[config.mk]
export PLATFORM = sky130hd
export DESIGN_NAME = text_command_led_controller
export DESIGN_NICKNAME = d
export VERILOG_FILES = /design/src/rtl/tclc_pkg.sv /design/src/rtl/tclc_ram.sv /design/src/rtl/text_command_led_controller.sv
export SDC_FILE = /design/constraint.sdc
export NUM_CORES = 1
export LEC_CHECK = 0
export ABC_AREA = 1
export BUFFER_PORTS_ARGS = -buffer_cell sky130_fd_sc_hd__buf_2
export CORE_ASPECT_RATIO = 1.25
export CORE_MARGIN = 1
export CORE_UTILIZATION = 40
export DETAILED_ROUTE_END_ITERATION = 6
export GPL_TIMING_DRIVEN = 0
export PLACE_DENSITY = 0.53
export SETUP_SLACK_MARGIN = 0.05
export SLEW_MARGIN = 25
export SYNTH_ARGS = -nofsm -noshare
export SYNTH_HDL_FRONTEND = slang
export SYNTH_SLANG_ARGS = --single-unit
[constraint.sdc]
create_clock -name clk_i -period 6 [get_ports clk_i]
set_clock_uncertainty 0.05 [all_clocks]
set_input_delay 1.2 -clock clk_i [delete_from_list [all_inputs] [get_ports clk_i]]
set_output_delay 1.2 -clock clk_i [all_outputs]
set_load 0.02 [all_outputs]
[src/rtl/tclc_pkg.sv]
// Shared types, character constants and helpers for the text command LED controller.
package tclc_pkg;

  // Default sizes handed to the top level
  localparam int unsigned LINE_CAPACITY_DEF  = 32;
  localparam int unsigned FIELD_CAPACITY_DEF = 16;

  // Result codes reported with every item
  typedef enum logic [2:0] {
    EV_NONE     = 3'd0,
    EV_BUFFERED = 3'd1,
    EV_LED1     = 3'd2,
    EV_LED2     = 3'd3,
    EV_BLINK    = 3'd4,
    EV_STATUS   = 3'd5,
    EV_IGNORED  = 3'd6,
    EV_TOGGLE   = 3'd7
  } event_e;

  // Sequencer states
  typedef enum logic [1:0] {
    S_IDLE,
    S_PRIME,
    S_SCAN,
    S_RUN
  } state_e;

  // Input item kinds
  localparam logic FUNC_BYTE = 1'b0;
  localparam logic FUNC_TICK = 1'b1;

  // Characters of interest
  localparam logic [7:0] CH_CR   = 8'h0D;
  localparam logic [7:0] CH_LF   = 8'h0A;
  localparam logic [7:0] CH_EQ   = 8'h3D;
  localparam logic [7:0] CH_ZERO = 8'h30;
  localparam logic [7:0] CH_NINE = 8'h39;
  localparam logic [7:0] CH_ONE  = 8'h31;

  // Command words, right-aligned, first character in the highest byte
  localparam logic [47:0] TXT_STATUS = 48'h535441545553; // STATUS
  localparam logic [47:0] TXT_LED1   = 48'h00004C454431; // LED1
  localparam logic [47:0] TXT_LED2   = 48'h00004C454432; // LED2
  localparam logic [47:0] TXT_BLINK  = 48'h00424C494E4B; // BLINK
  localparam logic [47:0] TXT_ON     = 48'h000000004F4E; // ON

  localparam logic [2:0] LEN_STATUS = 3'd6;
  localparam logic [2:0] LEN_LED    = 3'd4;
  localparam logic [2:0] LEN_BLINK  = 3'd5;
  localparam logic [2:0] LEN_ON     = 3'd2;

  // Duty limit and reciprocal of 100 scaled by 255 * 2^16
  localparam logic [6:0]  DUTY_MAX   = 7'd100;
  localparam logic [17:0] PWM_RECIP  = 18'd167117;
  localparam int unsigned PWM_SHIFT  = 16;

  // Character i of a word of length n
  function automatic logic [7:0] txt_at(logic [47:0] txt, logic [2:0] n, logic [2:0] i);
    logic [5:0] sh;
    sh = {3'(n - 3'd1 - i), 3'b000};
    return txt[sh +: 8];
  endfunction

endpackage

[src/rtl/tclc_ram.sv]
// Generic simple dual-port RAM with one write port and a registered read port.
module tclc_ram #(
  parameter int unsigned WIDTH = 8,
  parameter int unsigned DEPTH = 31
) (
  input  logic                     clk_i,
  input  logic                     we_i,
  input  logic [$clog2(DEPTH)-1:0] waddr_i,
  input  logic [WIDTH-1:0]         wdata_i,
  input  logic [$clog2(DEPTH)-1:0] raddr_i,
  output logic [WIDTH-1:0]         rdata_o
);

  logic [WIDTH-1:0] mem_q [DEPTH];
  logic [WIDTH-1:0] rdata_q;

  // Write port and registered read port; reading the address being written returns the old data
  always_ff @(posedge clk_i) begin
    if (we_i) begin
      mem_q[waddr_i] <= wdata_i;
    end
    rdata_q <= mem_q[raddr_i];
  end

  assign rdata_o = rdata_q;

endmodule

[src/rtl/text_command_led_controller.sv]
// Top level of the text command LED controller: line buffer, line scanner and LED state.
//
// A byte item or a millisecond tick item is taken and its result is loaded
// into the output register in that same cycle. A CR or LF item runs the
// buffered line: the scanner reads the line RAM one character a cycle
// through its registered read port. The line end passes through the prime,
// scan and run states, and an empty line goes straight to the run state,
// which loads the result once the output register is free. The block takes
// no item while a line is scanned or while the output register holds a
// result that is not yet taken and cannot be replaced. tuser carries the
// kind of an input item (0 byte, 1 tick) and the event code of a result item.
module text_command_led_controller
  import tclc_pkg::*;
#(
  parameter int unsigned LINE_CAPACITY  = LINE_CAPACITY_DEF,
  parameter int unsigned FIELD_CAPACITY = FIELD_CAPACITY_DEF
) (
  input  logic        clk_i,
  input  logic        rst_ni,
  input  logic        s_axis_tvalid_i,
  output logic        s_axis_tready_o,
  input  logic [7:0]  s_axis_tdata_i,   // [7:0] rx_byte
  input  logic        s_axis_tuser_i,   // [0] func
  output logic        m_axis_tvalid_o,
  input  logic        m_axis_tready_i,
  output logic [31:0] m_axis_tdata_o,   // [6:0] duty_percent, [14:7] pwm_level,
                                        // [15] led2_on, [31:16] blink_interval
  output logic [2:0]  m_axis_tuser_o    // [2:0] event_res
);

  localparam int unsigned DEPTH = LINE_CAPACITY - 1;
  localparam int unsigned LW    = $clog2(LINE_CAPACITY);
  localparam int unsigned AW    = $clog2(DEPTH);
  localparam int unsigned VW    = $clog2(FIELD_CAPACITY);
  localparam logic [LW-1:0] LINE_MAX  = LW'(LINE_CAPACITY - 1);
  localparam logic [VW-1:0] VALUE_MAX = VW'(FIELD_CAPACITY - 1);

  state_e        state_q, state_d;
  logic [LW-1:0] len_q, len_d;
  logic [LW-1:0] pos_q, pos_d;
  logic          eq_seen_q, eq_seen_d;
  logic [LW-1:0] eq_pos_q, eq_pos_d;
  logic          st_ok_q, st_ok_d;
  logic          l1_ok_q, l1_ok_d;
  logic          l2_ok_q, l2_ok_d;
  logic          bk_ok_q, bk_ok_d;
  logic          dig_q, dig_d;
  logic [15:0]   num_q, num_d;
  logic [VW-1:0] vcnt_q, vcnt_d;
  logic          v0_one_q, v0_one_d;
  logic          on_ok_q, on_ok_d;
  logic [6:0]    duty_q, duty_d;
  logic          led2_q, led2_d;
  logic [15:0]   period_q, period_d;
  logic [15:0]   elapsed_q, elapsed_d;

  logic          m_valid_q, m_valid_d;
  event_e        out_ev_q, out_ev_d;
  logic [6:0]    out_duty_q;
  logic [7:0]    out_pwm_q, pwm_d;
  logic          out_led2_q;
  logic [15:0]   out_period_q;
  logic          out_load;

  logic          s_accept;
  logic          out_free;
  logic          is_term;
  logic          scan_last;

  logic          ram_we;
  logic [AW-1:0] ram_waddr;
  logic [AW-1:0] ram_raddr;
  logic [7:0]    ram_rdata;

  logic [7:0]    ch;
  logic [2:0]    pidx;
  logic [15:0]   elapsed_inc;
  logic [24:0]   pwm_prod;
  logic [7:0]    num_low;

  assign out_free  = !m_valid_q || m_axis_tready_i;
  assign s_accept  = s_axis_tvalid_i && s_axis_tready_o;
  assign is_term   = (s_axis_tdata_i == CH_CR) || (s_axis_tdata_i == CH_LF);
  assign scan_last = (pos_q == len_q - LW'(1));
  assign ch        = ram_rdata;
  assign pidx      = pos_q[2:0];

  // Line RAM
  tclc_ram #(
    .WIDTH (8),
    .DEPTH (DEPTH)
  ) u_line_ram (
    .clk_i   (clk_i),
    .we_i    (ram_we),
    .waddr_i (ram_waddr),
    .wdata_i (s_axis_tdata_i),
    .raddr_i (ram_raddr),
    .rdata_o (ram_rdata)
  );

  // Next state
  always_comb begin
    state_d = state_q;
    unique case (state_q)
      S_IDLE: begin
        if (s_accept && s_axis_tuser_i == FUNC_BYTE && is_term) begin
          state_d = (len_q == '0) ? S_RUN : S_PRIME;
        end
      end
      S_PRIME: state_d = S_SCAN;
      S_SCAN: begin
        if (scan_last) begin
          state_d = S_RUN;
        end
      end
      S_RUN: begin
        if (out_free) begin
          state_d = S_IDLE;
        end
      end
      default: state_d = S_IDLE;
    endcase
  end

  // Handshake and RAM control
  always_comb begin
    s_axis_tready_o = (state_q == S_IDLE) && out_free;
    ram_we          = s_accept && s_axis_tuser_i == FUNC_BYTE && !is_term
                      && (len_q < LINE_MAX);
    ram_waddr       = AW'(len_q);
    ram_raddr       = (state_q == S_SCAN) ? AW'(pos_q + LW'(1)) : AW'(pos_q);
  end

  // Datapath: buffering, ticks, scan step and command execution
  always_comb begin
    len_d     = len_q;
    pos_d     = pos_q;
    eq_seen_d = eq_seen_q;
    eq_pos_d  = eq_pos_q;
    st_ok_d   = st_ok_q;
    l1_ok_d   = l1_ok_q;
    l2_ok_d   = l2_ok_q;
    bk_ok_d   = bk_ok_q;
    dig_d     = dig_q;
    num_d     = num_q;
    vcnt_d    = vcnt_q;
    v0_one_d  = v0_one_q;
    on_ok_d   = on_ok_q;
    duty_d    = duty_q;
    led2_d    = led2_q;
    period_d  = period_q;
    elapsed_d = elapsed_q;
    out_ev_d  = EV_NONE;
    out_load  = 1'b0;
    elapsed_inc = (elapsed_q != 16'hFFFF) ? elapsed_q + 16'd1 : elapsed_q;
    num_low   = num_q[7:0];

    unique case (state_q)
      S_IDLE: begin
        if (s_accept) begin
          if (s_axis_tuser_i == FUNC_BYTE) begin
            if (is_term) begin
              // Clear the scan flags and start on the line
              pos_d     = '0;
              eq_seen_d = 1'b0;
              eq_pos_d  = '0;
              st_ok_d   = 1'b1;
              l1_ok_d   = 1'b1;
              l2_ok_d   = 1'b1;
              bk_ok_d   = 1'b1;
              dig_d     = 1'b1;
              num_d     = '0;
              vcnt_d    = '0;
              v0_one_d  = 1'b0;
              on_ok_d   = 1'b1;
            end else if (len_q < LINE_MAX) begin
              len_d    = len_q + LW'(1);
              out_ev_d = EV_BUFFERED;
              out_load = 1'b1;
            end else begin
              // Drop the byte: the line is full
              out_ev_d = EV_NONE;
              out_load = 1'b1;
            end
          end else begin
            out_load = 1'b1;
            if (period_q != '0) begin
              if (elapsed_inc >= period_q) begin
                led2_d    = !led2_q;
                elapsed_d = '0;
                out_ev_d  = EV_TOGGLE;
              end else begin
                elapsed_d = elapsed_inc;
              end
            end
          end
        end
      end

      S_PRIME: ;

      S_SCAN: begin
        pos_d = pos_q + LW'(1);
        if (!eq_seen_q) begin
          if (ch == CH_EQ) begin
            eq_seen_d = 1'b1;
            eq_pos_d  = pos_q;
          end else begin
            // Key characters: drop each word that no longer matches
            if (pos_q >= LW'(LEN_STATUS) || ch != txt_at(TXT_STATUS, LEN_STATUS, pidx)) begin
              st_ok_d = 1'b0;
            end
            if (pos_q >= LW'(LEN_LED) || ch != txt_at(TXT_LED1, LEN_LED, pidx)) begin
              l1_ok_d = 1'b0;
            end
            if (pos_q >= LW'(LEN_LED) || ch != txt_at(TXT_LED2, LEN_LED, pidx)) begin
              l2_ok_d = 1'b0;
            end
            if (pos_q >= LW'(LEN_BLINK) || ch != txt_at(TXT_BLINK, LEN_BLINK, pidx)) begin
              bk_ok_d = 1'b0;
            end
          end
        end else if (vcnt_q < VALUE_MAX) begin
          // Value characters up to the field limit
          vcnt_d = vcnt_q + VW'(1);
          if (vcnt_q == '0) begin
            v0_one_d = (ch == CH_ONE);
          end
          if (vcnt_q < VW'(LEN_ON)
              && ch != txt_at(TXT_ON, LEN_ON, {2'b00, vcnt_q[0]})) begin
            on_ok_d = 1'b0;
          end
          if (dig_q && ch >= CH_ZERO && ch <= CH_NINE) begin
            num_d = {num_q[12:0], 3'b000} + {num_q[14:0], 1'b0}
                    + {12'd0, 4'(ch - CH_ZERO)};
          end else begin
            dig_d = 1'b0;
          end
        end
      end

      S_RUN: begin
        if (out_free) begin
          out_load = 1'b1;
          len_d    = '0;
          if (!eq_seen_q) begin
            out_ev_d = (st_ok_q && len_q == LW'(LEN_STATUS)) ? EV_STATUS : EV_IGNORED;
          end else if (l1_ok_q && eq_pos_q == LW'(LEN_LED)) begin
            duty_d   = (num_low > 8'(DUTY_MAX)) ? DUTY_MAX : num_low[6:0];
            out_ev_d = EV_LED1;
          end else if (l2_ok_q && eq_pos_q == LW'(LEN_LED)) begin
            led2_d   = v0_one_q || (on_ok_q && vcnt_q == VW'(LEN_ON));
            out_ev_d = EV_LED2;
          end else if (bk_ok_q && eq_pos_q == LW'(LEN_BLINK)) begin
            period_d  = num_q;
            elapsed_d = '0;
            out_ev_d  = EV_BLINK;
          end else begin
            out_ev_d = EV_IGNORED;
          end
        end
      end

      default: ;
    endcase

    // Hold a result until the sink takes it
    m_valid_d = out_load ? 1'b1 : (m_axis_tready_i ? 1'b0 : m_valid_q);
  end

  // PWM level from the new duty
  assign pwm_prod = 25'(duty_d) * 25'(PWM_RECIP);
  assign pwm_d    = pwm_prod[PWM_SHIFT +: 8];

  // Control and state registers
  always_ff @(posedge clk_i or negedge rst_ni) begin
    if (!rst_ni) begin
      state_q   <= S_IDLE;
      len_q     <= '0;
      duty_q    <= '0;
      led2_q    <= 1'b0;
      period_q  <= '0;
      elapsed_q <= '0;
      m_valid_q <= 1'b0;
    end else begin
      state_q   <= state_d;
      len_q     <= len_d;
      duty_q    <= duty_d;
      led2_q    <= led2_d;
      period_q  <= period_d;
      elapsed_q <= elapsed_d;
      m_valid_q <= m_valid_d;
    end
  end

  // Scan and output payload registers
  always_ff @(posedge clk_i) begin
    pos_q     <= pos_d;
    eq_seen_q <= eq_seen_d;
    eq_pos_q  <= eq_pos_d;
    st_ok_q   <= st_ok_d;
    l1_ok_q   <= l1_ok_d;
    l2_ok_q   <= l2_ok_d;
    bk_ok_q   <= bk_ok_d;
    dig_q     <= dig_d;
    num_q     <= num_d;
    vcnt_q    <= vcnt_d;
    v0_one_q  <= v0_one_d;
    on_ok_q   <= on_ok_d;
    if (out_load) begin
      out_ev_q     <= out_ev_d;
      out_duty_q   <= duty_d;
      out_pwm_q    <= pwm_d;
      out_led2_q   <= led2_d;
      out_period_q <= period_d;
    end
  end

  assign m_axis_tvalid_o = m_valid_q;
  assign m_axis_tuser_o  = out_ev_q;
  assign m_axis_tdata_o  = {out_period_q, out_led2_q, out_pwm_q, out_duty_q};

  // The line never grows past its capacity
  a_len_bound: assert property (@(posedge clk_i) disable iff (!rst_ni)
    len_q <= LINE_MAX)
    else $error("line length beyond capacity");

  // The duty stays within 0 to 100
  a_duty_bound: assert property (@(posedge clk_i) disable iff (!rst_ni)
    duty_q <= DUTY_MAX)
    else $error("duty above 100");

  // The blink count stays below a running period
  a_elapsed_bound: assert property (@(posedge clk_i) disable iff (!rst_ni)
    (elapsed_q < period_q) || (elapsed_q == '0))
    else $error("blink count reached its period");

  // A non-empty line end holds off the next item while the line is scanned
  a_scan_blocks: assert property (@(posedge clk_i) disable iff (!rst_ni)
    (s_accept && s_axis_tuser_i == FUNC_BYTE && is_term && len_q != '0)
      |=> !s_axis_tready_o)
    else $error("item taken during a line scan");

endmodule
==> impl_metrics.yaml <==
worst_setup_path:
  r2r_end: "out_pwm_q[4]$_DFFE_PP_"
  r2r_cells: 23
  critPathBufInv: 5
  cpLargestDelayFamily: "adder cells"
  crit_chain: "ha_1 > inv_2 > nor2_8 > nand2_4 > nor2_8 > nand2_1 > o21ai_1 > ha_1 > inv_1 > fa_1 > inv_1 > ha_1 > inv_1 > fa_1 > inv_1 > ha_1 > a21o_1 > a41oi_1 > o21ai_0 > a211oi_1 > o21ai_1 > nand2_1 > nand2_1"
  critical_path_class: "reg2reg"
  crit_required_ns: 6.27
  crit_path_start_kind: "register"
  rrSetupSlack_ns: 0.46
  cp.depth: 23
  worstSetupEndpointType: "register"
  crit_path_top_delay_cell: "o21ai_1"
  worstPathMaxFanout: 7
  slowest_delay_ns: 0.59
  crit_arrival_ns: 5.82
  timing.rr.start: "state_q[1]$_DFFE_PN0P_"
global_routing:
  grt_usage_pct: 20.8
  grt_pass1_wl_um: 76800
  grt_overflow: 0
  antenna_found_initial: 0
  grt_pass1_vias: 13600
  grt_max_degree: 49
synthesis:
  synthFlopType: "edfxtp_1"
  synth-seq-cells: 377
  avgSynthCellArea_um2: 10.6
  synth_cell_type_count: 59
  synth-edff-count: 321
  yosys.area.top_type: "edfxtp_1"
  ys_seq_area_share_pct: 57.5
  ys.warnings.count: 0
  synthCells: 1800
  ys_top_cells_by_area: "edfxtp_1 (50%), ha_1 (8.2%), dfrtp_1 (6.3%), o21ai_0 (4.9%), nor2_1 (4.8%)"
  synth_area_um2: 19100
  mappedNetlistNets: 1952
  async_reset_ff_share_pct: 12.7
  netlist.area_leader.share_pct: 50.4
floorplan:
  fp.dieW_um: 198
  core_um2: 47200
  num_io_pins: 50
  die_area_um2: 48700
  start_util_pct: 40.5
  rows: 89
  fp.dieH_um: 246
min_path:
  min_to: "period_q[3]$_DFF_PN0_"
  whs_path_depth: 2
  hold_class: "reg2reg"
  worstHoldStart: "period_q[3]$_DFF_PN0_"
final_layout:
  final_cell_mix: "edfxtp_1 (321), nor2_1 (247), nand2_1 (210)"
  antenna_cells: 0
  nFillCells: 4556
  layout_commonest_cell: "edfxtp_1"
  layout.nets: 2047
  syn2layout_area_growth_pct: 12.0
  postLayoutCoreUtil_pct: 45.4
  stdcell_area_um2: 21400
  layout-drive-gt1-share_pct: 10.8
drt:
  vias_per_cell: 5.26
  drtIter0Drc: 857
  vias: 13500
  postRouteAntennaNets: 0
  totalWireLength_um: 49500
  drc: 0
  wl_per_cell_um: 19.3
  drt-pass1-iter-count: 5
clock_tree:
  cts_resized: 1
  ctsHtreeMaxLevel: 2
  cts_tree: "yes"
  clkTransAtPathRegs_ns: 0.06
  postCtsHoldBufs: 0
  cts.sinks: 377
  worstSkewPairLatency_ns: 0.57
  post_cts_buffers: 0
  cts-root-buf: "clkbuf_16"
  cts_buffers: 41
  cts.path.max_buffers: 3
sta:
  tns_ns: 0
  hold_viol: 0
  layout_min_cycle_time_ns: 5.54
  fin_crit_sh_pct: 92.4
  rsz0062_at_grt: "false"
  max_slew_margin_pct: 41.0
  setup_viol: 0
  hold_slack_ns: 0.487
  fmax_ghz: 0.180
  slew_violations: 0
  tightest_slew_ns: 0.882
outcome:
  status: "complete, no violations"
placement:
  placed_area_um2: 20200
  gp_congestion: 0.883
  place_hpwl_um: 35800
  io_buffers: 49
job:
  max_cap_viol_count: 0
==> worst max path at each step <==
stage	to	slack [ns]	startpoint
2_1_floorplan	out_pwm_q[5]$_DFFE_PP_	0.35	m_axis_tready_i
3_3_place_gp	out_pwm_q[7]$_DFFE_PP_	-0.59	m_axis_tready_i
3_5_place_dp	out_pwm_q[5]$_DFFE_PP_	-0.65	m_axis_tready_i
4_1_cts	out_pwm_q[4]$_DFFE_PP_	0.15	state_q[1]$_DFFE_PN0P_
5_1_grt	out_pwm_q[4]$_DFFE_PP_	0.07	state_q[1]$_DFFE_PN0P_
6_report	out_pwm_q[4]$_DFFE_PP_	0.46	state_q[1]$_DFFE_PN0P_
==> metal layers <==
layer / routed length (um) / part of all wire, % / vias to the layer above / GRT usage (%)
met5: 0 / 0 / - / 0
met4: 1700 / 3.4 / 0 / 8.28
li1: - / - / 6578 / -
met1: 20300 / 41 / 6502 / 24.6
met2: 25300 / 51 / 309 / 37.4
met3: 2210 / 4.5 / 90 / 3.20
==> registers in the layout, summed over array words and instances, names as in the netlist, 2 cells and up <==
register            flops
vcnt_q                  4
u_line_ram.mem_q      248
state_q                 2
u_line_ram.rdata_o      8
eq_pos_q                5
num_q                  16
out_period_q           16
duty_q                  7
elapsed_q              16
period_q               16
len_q                   5
m_axis_tuser_o          3
out_duty_q              7
out_pwm_q               8
pos_q                   5
==> cell families after synthesis <==
| logic type | after synthesis | share of synthesized area (%) |
|---|---|---|
| xor gates and xnor gates | 27 | 1.24 |
| adders and majority gates | 139 | 9.65 |
| DFF | 377 | 57.5 |
| AOI/OAI and AO/OA | 423 | 13.1 |
| buffers and inverters | 239 | 5.01 |
| and+or+nand+nor | 595 | 13.5 |
==> metrics by stage <==
step                      cells  setup slack (ns)
after floorplan            1800             0.349
after global placement     2486            -0.591
after detailed placement   2489            -0.645
after CTS                  2561             0.153
after global routing       2561            0.0689
final                      2561             0.455
==> worst min-delay path, stage by stage (launching register included) <==
cell and delay, ns:
dfrtp_1 0.35, nand2_1 0.05, o21ai_0 0.09
==> cells in the mapped netlist (all sizes together), types with 2 or more instances <==
library cell,number
nand2,225
a211oi,8
nand3b,2
dfxtp,8
o21ai,211
nor4,8
ha,125
a21oi,95
nand3,60
clkbuf,32
inv,175
or2,6
o22ai,24
buf,31
o21a,6
nor3,18
a21o,3
o21bai,3
dfrtp,48
nor2,254
a2111oi,2
a31oi,8
fa,14
xor2,26
o311ai,2
o211ai,18
edfxtp,321
o221ai,35
a22o,3
nand4,20
==> final cells by class <==
class                           count  area [um^2]  area share [%]
Sequential cell                   377        11000            51.3
Multi-Input combinational cell   1184         7190            33.6
Clock buffer                       51         1060            4.96
Tap cell                          637          797            3.72
Inverter                          176          661            3.08
Timing Repair Buffer               52          302            1.41
Buffer                             63          297            1.38
Clock inverter                     21          115           0.537
Power is not shown: default switching activity piles up to over one toggle a cycle in this logic, so the estimate is an artifact.
